## src/rtl/lfu_pkg.sv

```systemverilog
// shared types and constants for the lfu page replacement block
package lfu_pkg;

   // frames built into the table
   localparam int FRAMES = 16;
   // bits of a frame index and of a frame count
   localparam int IDX_W = (FRAMES > 1) ? $clog2(FRAMES) : 1;
   localparam int CNT_W = $clog2(FRAMES + 1);

   localparam int PAGE_W  = 16;
   localparam int COUNT_W = 16;
   localparam int SLOT_W  = 4;
   localparam int CFG_W   = 5;

   localparam int APB_AW = 2;
   localparam int APB_DW = 32;

   // byte address of the frames_in_use register
   localparam logic [APB_AW-1:0] ADDR_FRAMES_IN_USE = 2'd0;

   // reset value of frames_in_use
   localparam logic [CFG_W-1:0] FRAMES_IN_USE_RST = 5'd16;

   // one table entry: resident page and its use count
   typedef struct packed {
      logic [PAGE_W-1:0]  page;
      logic [COUNT_W-1:0] count;
   } entry_type;

endpackage

```

## src/rtl/lfu_page_replacement.sv

```systemverilog
// top level of the lfu page replacement block: scan, update and result
// Least-frequently-used page frame policy, fully associative.
// req channel: one page reference per item (req_valid, req_stall, req_page).
// rsp channel: one result per item: hit flag, frame slot now holding the page,
//   and the evicted page when a resident page was replaced.
// Configuration: frames_in_use at byte address 0 of the APB port; write it only
//   while the block is idle. 0 acts as 1, values above the built count clamp.
// Page and use count of each frame share one synchronous table (registered read).
// An item is handled in order: the table scan reads one frame after another and
//   finds the hit and the lowest-index minimum count together, the last read
//   returns, and the write-back stores the table entry and loads the result.
// Items are taken one at a time; req_stall is high from accept until the
//   result moves into the output register, so a new item is not taken before
//   the result of the last one is loaded.
// A finished result waits in the output register while rsp_stall is high; the
//   next item is accepted and scanned meanwhile and waits before its write-back
//   until the register is free.
// Reset clears the fill count, the control state and the output valid flag and
//   loads frames_in_use with 16; table contents need no clearing.
module lfu_page_replacement (
   input  logic                           clock,
   input  logic                           reset,
   // request channel
   input  logic                           req_valid,
   output logic                           req_stall,
   input  logic [lfu_pkg::PAGE_W-1:0]     req_page,
   // result channel
   output logic                           rsp_valid,
   input  logic                           rsp_stall,
   output logic                           rsp_hit,
   output logic [lfu_pkg::SLOT_W-1:0]     rsp_frame_slot,
   output logic                           rsp_evicted_valid,
   output logic [lfu_pkg::PAGE_W-1:0]     rsp_evicted_page,
   // configuration port
   input  logic                           psel,
   input  logic                           penable,
   input  logic                           pwrite,
   input  logic [lfu_pkg::APB_AW-1:0]     paddr,
   input  logic [lfu_pkg::APB_DW-1:0]     pwdata,
   output logic [lfu_pkg::APB_DW-1:0]     prdata,
   output logic                           pready
);

   localparam int IDX_W   = lfu_pkg::IDX_W;
   localparam int CNT_W   = lfu_pkg::CNT_W;
   localparam int PAGE_W  = lfu_pkg::PAGE_W;
   localparam int COUNT_W = lfu_pkg::COUNT_W;
   localparam int CFG_W   = lfu_pkg::CFG_W;

   typedef enum logic [1:0] {
      ST_IDLE,
      ST_SCAN,
      ST_FINISH
   } state_type;

   state_type             state_ff, state_in;
   logic [CFG_W-1:0]      frames_ff, frames_in;
   logic [CNT_W-1:0]      filled_ff, filled_in;
   logic [PAGE_W-1:0]     page_ff, page_in;
   logic [CNT_W-1:0]      n_ff, n_in;
   logic [CNT_W-1:0]      resident_ff, resident_in;
   logic [CNT_W-1:0]      scan_idx_ff, scan_idx_in;
   logic                  chk_vld_ff, chk_vld_in;
   logic [CNT_W-1:0]      chk_idx_ff, chk_idx_in;
   logic                  hit_ff, hit_in;
   logic [IDX_W-1:0]      hit_idx_ff, hit_idx_in;
   logic [COUNT_W-1:0]    hit_cnt_ff, hit_cnt_in;
   logic [IDX_W-1:0]      min_idx_ff, min_idx_in;
   logic [COUNT_W-1:0]    min_cnt_ff, min_cnt_in;
   logic [PAGE_W-1:0]     min_page_ff, min_page_in;
   logic                  rsp_valid_ff, rsp_valid_in;
   logic                  rsp_hit_ff, rsp_hit_in;
   logic [IDX_W-1:0]      rsp_slot_ff, rsp_slot_in;
   logic                  rsp_ev_valid_ff, rsp_ev_valid_in;
   logic [PAGE_W-1:0]     rsp_ev_page_ff, rsp_ev_page_in;

   lfu_pkg::entry_type    table_mem [lfu_pkg::FRAMES];
   lfu_pkg::entry_type    rd_data_ff;
   logic [IDX_W-1:0]      rd_addr;
   logic                  wr_en;
   logic [IDX_W-1:0]      wr_addr;
   lfu_pkg::entry_type    wr_data;

   logic                  req_accept;
   logic                  cfg_write;
   logic                  out_free;
   logic [CNT_W-1:0]      n_eff;

   // handshakes
   assign req_accept = req_valid && (state_ff == ST_IDLE);
   assign req_stall  = (state_ff != ST_IDLE);
   assign out_free   = !rsp_valid_ff || !rsp_stall;
   assign cfg_write  = psel && penable && pwrite && (paddr == lfu_pkg::ADDR_FRAMES_IN_USE);

   // config port
   assign pready = 1'b1;
   assign prdata = (paddr == lfu_pkg::ADDR_FRAMES_IN_USE) ?
                   lfu_pkg::APB_DW'(frames_ff) : '0;

   // effective frame count, clamped to 1..FRAMES
   always_comb begin
      if (frames_ff == '0) begin
         n_eff = CNT_W'(1);
      end else if ({3'b000, frames_ff} > 8'(lfu_pkg::FRAMES)) begin
         n_eff = CNT_W'(lfu_pkg::FRAMES);
      end else begin
         n_eff = CNT_W'(frames_ff);
      end
   end

   // result ports
   assign rsp_valid         = rsp_valid_ff;
   assign rsp_hit           = rsp_hit_ff;
   assign rsp_frame_slot    = lfu_pkg::SLOT_W'(rsp_slot_ff);
   assign rsp_evicted_valid = rsp_ev_valid_ff;
   assign rsp_evicted_page  = rsp_ev_page_ff;

   // table read address follows the scan pointer
   assign rd_addr = scan_idx_ff[IDX_W-1:0];

   // next state, scan compare and write-back
   always_comb begin
      state_in        = state_ff;
      frames_in       = frames_ff;
      filled_in       = filled_ff;
      page_in         = page_ff;
      n_in            = n_ff;
      resident_in     = resident_ff;
      scan_idx_in     = scan_idx_ff;
      chk_vld_in      = 1'b0;
      chk_idx_in      = scan_idx_ff;
      hit_in          = hit_ff;
      hit_idx_in      = hit_idx_ff;
      hit_cnt_in      = hit_cnt_ff;
      min_idx_in      = min_idx_ff;
      min_cnt_in      = min_cnt_ff;
      min_page_in     = min_page_ff;
      rsp_valid_in    = rsp_valid_ff && rsp_stall;
      rsp_hit_in      = rsp_hit_ff;
      rsp_slot_in     = rsp_slot_ff;
      rsp_ev_valid_in = rsp_ev_valid_ff;
      rsp_ev_page_in  = rsp_ev_page_ff;
      wr_en           = 1'b0;
      wr_addr         = hit_idx_ff;
      wr_data         = '{page: page_ff, count: COUNT_W'(1)};

      if (cfg_write) begin
         frames_in = pwdata[CFG_W-1:0];
      end

      unique case (state_ff)
         ST_IDLE: begin
            if (req_accept) begin
               page_in     = req_page;
               n_in        = n_eff;
               resident_in = (filled_ff < n_eff) ? filled_ff : n_eff;
               scan_idx_in = '0;
               hit_in      = 1'b0;
               state_in    = ST_SCAN;
            end
         end

         ST_SCAN: begin
            // issue one read per frame
            if (scan_idx_ff != n_ff) begin
               chk_vld_in  = 1'b1;
               scan_idx_in = scan_idx_ff + CNT_W'(1);
            end
            // compare the entry that came back
            if (chk_vld_ff) begin
               if (!hit_ff && (chk_idx_ff < resident_ff) &&
                   (rd_data_ff.page == page_ff)) begin
                  hit_in     = 1'b1;
                  hit_idx_in = chk_idx_ff[IDX_W-1:0];
                  hit_cnt_in = rd_data_ff.count;
               end
               if ((chk_idx_ff == '0) || (rd_data_ff.count < min_cnt_ff)) begin
                  min_idx_in  = chk_idx_ff[IDX_W-1:0];
                  min_cnt_in  = rd_data_ff.count;
                  min_page_in = rd_data_ff.page;
               end
               if (chk_idx_ff == n_ff - CNT_W'(1)) begin
                  state_in = ST_FINISH;
               end
            end
         end

         ST_FINISH: begin
            if (out_free) begin
               wr_en        = 1'b1;
               rsp_valid_in = 1'b1;
               rsp_hit_in   = hit_ff;
               if (hit_ff) begin
                  // hit: bump the count, saturating
                  wr_addr         = hit_idx_ff;
                  wr_data.count   = (hit_cnt_ff == '1) ? hit_cnt_ff
                                                       : hit_cnt_ff + COUNT_W'(1);
                  rsp_slot_in     = hit_idx_ff;
                  rsp_ev_valid_in = 1'b0;
                  rsp_ev_page_in  = '0;
               end else if (filled_ff < n_ff) begin
                  // miss with a free frame
                  wr_addr         = filled_ff[IDX_W-1:0];
                  rsp_slot_in     = filled_ff[IDX_W-1:0];
                  rsp_ev_valid_in = 1'b0;
                  rsp_ev_page_in  = '0;
                  filled_in       = filled_ff + CNT_W'(1);
               end else begin
                  // miss with all frames full: replace the least used
                  wr_addr         = min_idx_ff;
                  rsp_slot_in     = min_idx_ff;
                  rsp_ev_valid_in = 1'b1;
                  rsp_ev_page_in  = min_page_ff;
               end
               state_in = ST_IDLE;
            end
         end

         default: begin
            state_in = ST_IDLE;
         end
      endcase
   end

   // state and registered outputs
   always_ff @(posedge clock) begin
      if (reset) begin
         state_ff     <= ST_IDLE;
         frames_ff    <= lfu_pkg::FRAMES_IN_USE_RST;
         filled_ff    <= '0;
         chk_vld_ff   <= 1'b0;
         hit_ff       <= 1'b0;
         rsp_valid_ff <= 1'b0;
      end else begin
         state_ff     <= state_in;
         frames_ff    <= frames_in;
         filled_ff    <= filled_in;
         chk_vld_ff   <= chk_vld_in;
         hit_ff       <= hit_in;
         rsp_valid_ff <= rsp_valid_in;
      end
      page_ff         <= page_in;
      n_ff            <= n_in;
      resident_ff     <= resident_in;
      scan_idx_ff     <= scan_idx_in;
      chk_idx_ff      <= chk_idx_in;
      hit_idx_ff      <= hit_idx_in;
      hit_cnt_ff      <= hit_cnt_in;
      min_idx_ff      <= min_idx_in;
      min_cnt_ff      <= min_cnt_in;
      min_page_ff     <= min_page_in;
      rsp_hit_ff      <= rsp_hit_in;
      rsp_slot_ff     <= rsp_slot_in;
      rsp_ev_valid_ff <= rsp_ev_valid_in;
      rsp_ev_page_ff  <= rsp_ev_page_in;
   end

   // frame table: one write port, one registered read port
   always_ff @(posedge clock) begin
      if (wr_en) begin
         table_mem[wr_addr] <= wr_data;
      end
      rd_data_ff <= table_mem[rd_addr];
   end

   // an accepted item always starts a scan
   assert property (@(posedge clock) disable iff (reset)
      req_valid && !req_stall |=> state_ff == ST_SCAN)
      else $error("accepted item did not start a scan");

   // fill count never passes the built frame count
   assert property (@(posedge clock) disable iff (reset)
      filled_ff <= CNT_W'(lfu_pkg::FRAMES))
      else $error("fill count beyond frame count");

   // fill count only steps up by one, on a miss write-back
   assert property (@(posedge clock) disable iff (reset)
      !$past(reset) && (filled_ff != $past(filled_ff)) |->
         (filled_ff == $past(filled_ff) + CNT_W'(1)) && !rsp_hit_ff)
      else $error("fill count changed unexpectedly");

   // a result never reports both a hit and an eviction
   assert property (@(posedge clock) disable iff (reset)
      rsp_valid_ff |-> !(rsp_hit_ff && rsp_ev_valid_ff))
      else $error("hit and eviction reported together");

   // the table is only written while the result register takes the item
   assert property (@(posedge clock) disable iff (reset)
      wr_en |=> rsp_valid_ff && state_ff == ST_IDLE)
      else $error("table write without a result");

endmodule

```

## config.mk

```make
export PLATFORM = sky130hd
export DESIGN_NAME = lfu_page_replacement
export DESIGN_NICKNAME = d
export VERILOG_FILES = /design/src/rtl/lfu_pkg.sv /design/src/rtl/lfu_page_replacement.sv
export SDC_FILE = /design/constraint.sdc
export NUM_CORES = 1
export LEC_CHECK = 0
export BUFFER_PORTS_ARGS = -buffer_cell sky130_fd_sc_hd__buf_2
export CORE_AREA = 3 3 216 218
export CTS_CLUSTER_SIZE = 24
export DETAILED_ROUTE_END_ITERATION = 10
export DIE_AREA = 0 0 219 221
export GPL_ROUTABILITY_DRIVEN = 0
export MAX_ROUTING_LAYER = met4
export PLACE_DENSITY_LB_ADDON = 0.15
export SYNTH_ARGS = -nofsm -noshare
export SYNTH_HDL_FRONTEND = slang
export SYNTH_SLANG_ARGS = --single-unit
```

## constraint.sdc

```tcl
create_clock -name clock -period 9.4 [get_ports clock]
set_input_delay 1.41 -clock clock [delete_from_list [all_inputs] [get_ports clock]]
set_output_delay 1.41 -clock clock [all_outputs]
set_load 0.02 [all_outputs]
```

==> impl_results.md <==
- Status: completed
- Fin area: 0.0297 mm^2
- Worst-path clk slew: 0.06 ns
- Root buffer cell: clkbuf_16
- Relative slew margins: 19.7%
- Mapped Cells: 1394
- Largest net degree at the start of global routing: 133
- CP startpoint kind: register
- Die area: 0.0484 mm^2
- Grt ovf: 0
- Area contributors post-synth: edfxtp_1 70%, mux4_2 11%, dfxtp_1 3.9%
- Worst path slowest cell: nor2_4
- Max Clock Freq: 0.256 GHz
- Post-layout util: 65.9%
- Area after DPL: 0.0276 mm^2
- Site row count: 78
- CP Max Fanout: 38
- DRC violations left: 0
- GRT Util Overall: 23.8%
- Cells after DPL: 2025
- Area Growth Syn to Fin: 12.2%
- Setup TNS: 0 ns
- RSZ-0062 raised after global routing: false
- Skew-Pair Late Insertion Delay: 0.59 ns
- Worst hold path type: register to register
- Flop pwr share: 52.5%
- Worst Setup End Kind: register
- Internal: 0.00507 W
- First-pass GRT wire length: 82400 um
- Initial antenna violation count: 0
- Async SR Flop Fraction: 0%
- Critical path origin: filled_ff[2]
- Setup violations, final: 0
- Routed wl met2: 26300 um
- Ratio of cells with drive above 1 in the final layout: 22.1%
- Starting Density: 58.7%
- Initial drt markers: 1174
- Sw Share: 21.2%
- RR Startpoint: filled_ff[2]
- Cts bufs inserted: 68
- # H-tree levels: 3
- Tmin final: 3.91 ns
- Worst r2r path cells: 9
- Flop and latch count out of synthesis: 673
- Clock tree buffer depth: 3
- Highest metal used: met4
- Comb pwr share: 6.7%
- Via density: 6.09
- Final std cells w/o fill: 2145
- Number of synthesized flops with an enable pin: 621
- Worst path bufs/invs: 3
- Slew Viols, Final: 0
- Core ar.: 0.0451 mm^2
- IO buf count: 58
- Critical path's top delay family: simple AND/OR/NAND/NOR gates
- CP required: 9.63 ns
- I/O pin total: 114
- WL met1: 23100 um
- Syn_area_per_cell: 19.0 um^2
- Max incr delay on CP: 0.69 ns
- Max-cap violations: 0
- Post-CTS Hold Buffers: 0
- DIE WIDTH: 219 um
- WS Path Type: register to register
- CP Depth: 9
- CTS tree: done
- Synth warnings: 0
- Setup slack, reg-to-reg: 5.49 ns
- Final antenna-violating net count: 0
- Vias in the first global route: 13300
- Drt wl/cell: 25.4 um
- Register area share after synthesis: 74.4%
- Die Ht: 221 um
- Peak supply drop: 0.000222 V
- Diodes inserted: 0
- Psw: 0.00137 W
- Mapped cell area: 0.0265 mm^2
- Netlist cell types: 59
- Final net count: 1583
- Crit-path most repeated cell: buf_4
- CP arrival: 4.14 ns
- Period utilisation layout: 41.6%
- Area fraction of the dominant cell type after synthesis: 70.4%
- Pleak: 10.1 nW
- Largest area contributor in the netlist: edfxtp_1
- Via count: 13100
- Clock Sinks: 673
- Setup crit end: table_mem[13][11]
- Clock power share: 40.8%
- Tightest Pin Transition: 1.20 ns
- Post-CTS setup buffers: 0
- PostCTS Resize Cnt: 0
- Setup Skew: 0.0295 ns
- Reg2Reg Capture Point: table_mem[13][11]
- Final hold vios: 0
- Met3 routed WL: 3840 um
- CP Cell Sequence: ha_1 > a211oi_1 > o221ai_4 > buf_4 > nor4_1 > a221oi_1 > buf_4 > nor2_4 > buf_4
- Post-synth top flop: edfxtp_1
- Total Wirelength: 54400 um
- DR pass1 iterations: 5
- Power density of the placed cells: 217 mW/mm^2
- # fillers: 3012
- DPL Wire Length: 29000 um
cells in the mapped netlist, drive strengths merged, types with 2 or more instances:
| master | number |
|---|---|
| conb | 2 |
| or3 | 2 |
| a21o | 3 |
| a211oi | 39 |
| nor4b | 2 |
| o21ai | 13 |
| nand3 | 12 |
| inv | 44 |
| and2 | 9 |
| edfxtp | 621 |
| nor3b | 6 |
| ha | 31 |
| nand2b | 6 |
| a21oi | 52 |
| nor2 | 47 |
| mux2 | 3 |
| a31oi | 5 |
| o21a | 2 |
| nand4 | 10 |
| xor2 | 14 |
| dfxtp | 52 |
| nor3 | 13 |
| buf | 61 |
| clkbuf | 26 |
| mux4 | 128 |
| nand2 | 28 |
| a221oi | 4 |
| and3 | 19 |
| a211o | 3 |
| nor4 | 13 |
| xnor2 | 30 |
| nor2b | 35 |
| mux2i | 42 |
final cells by class:
cell class | instances | area, um^2 | share of cell area [%]
inverters | 44 | 165 | 0.556
flip-flops and latches | 673 | 19700 | 66.3
well taps | 600 | 751 | 2.53
repair buffers | 92 | 571 | 1.92
multi-input cells | 616 | 6370 | 21.5
clock buffers | 96 | 1870 | 6.29
clock inverters | 24 | 280 | 0.944
layout by cell type (no fill, tap or decap), types with 23 or more instances in the layout:
cell	count
nor2_1	43
edfxtp_1	621
buf_2	58
nor2b_1	33
dfxtp_1	52
nand2_1	28
ha_1	31
mux2i_1	42
clkbuf_16	69
mux4_2	128
conb_1	28
inv_1	44
xnor2_1	30
a21oi_1	51
buf_4	32
a211oi_1	39
clkbuf_1	23
how the worst min path moves through the flow:
| stage | startpoint | to | slack (ns) | cells past startpoint |
|---|---|---|---|---|
| after floorplan | chk_idx_in[2] | chk_idx_ff[2] | 0.34 | 0 |
| after global placement | rd_data_ff[16] | min_page_ff[0] | 0.44 | 0 |
| after detailed placement | rd_data_ff[18] | min_page_ff[2] | 0.44 | 0 |
| after CTS | rd_data_ff[18] | min_page_ff[2] | 0.45 | 0 |
| after global routing | rd_data_ff[18] | min_page_ff[2] | 0.46 | 0 |
| final | rd_data_ff[18] | min_page_ff[2] | 0.45 | 0 |
power by group through the flow:
stage                     combinational, W  clock [W]  sequential [W]
final                             0.000434    0.00262         0.00338
after floorplan                   0.000350          0         0.00341
after detailed placement          0.000437          0         0.00344
after global routing              0.000476    0.00280         0.00338
after global placement            0.000433          0         0.00344
after CTS                         0.000442    0.00267         0.00338
through the flow:
stage                     hold slack [ns]  worst slack, ns  total power (W)
after floorplan                     0.343             3.20          0.00376
after global routing                0.462             5.29          0.00666
after global placement              0.437             5.12          0.00387
after CTS                           0.453             5.44          0.00649
after detailed placement            0.439             5.00          0.00388
final                               0.453             5.49          0.00643
cells by family (layout without fill, tap and decap cells):
| family | after synthesis | count (layout) | share of synthesized area [%] |
|---|---|---|---|
| AOI/OAI and AO/OA | 134 | 134 | 3.32 |
| xor gates and xnor gates | 44 | 44 | 1.46 |
| adders and majority gates | 31 | 31 | 1.47 |
| buffers and inverters | 131 | 256 | 2.48 |
| DFF | 673 | 673 | 74.4 |
| muxes | 173 | 173 | 12.6 |
| other | 2 | 28 | 0.0284 |
| and+or+nand+nor | 206 | 206 | 4.27 |
sequential cells by signal (all words and copies together) (netlist names), 2 cells and up:
name / flops
table_mem: 512
rd_data_ff: 32
hit_cnt_ff: 16
min_cnt_ff: 16
min_page_ff: 16
page_ff: 16
rsp_evicted_page: 16
chk_idx_ff: 5
chk_idx_in: 5
filled_ff: 5
frames_ff: 5
n_ff: 5
resident_ff: 5
hit_idx_ff: 4
min_idx_ff: 4
rsp_frame_slot: 4
state_ff: 2
layer usage:
layer	up-vias	global-route usage [%]
met5	-	-
met4	0	6.94
met3	75	4.08
met2	447	36.1
met1	6817	34.0
li1	5724	-
No activity file was read; power rests on OpenSTA's default activity.
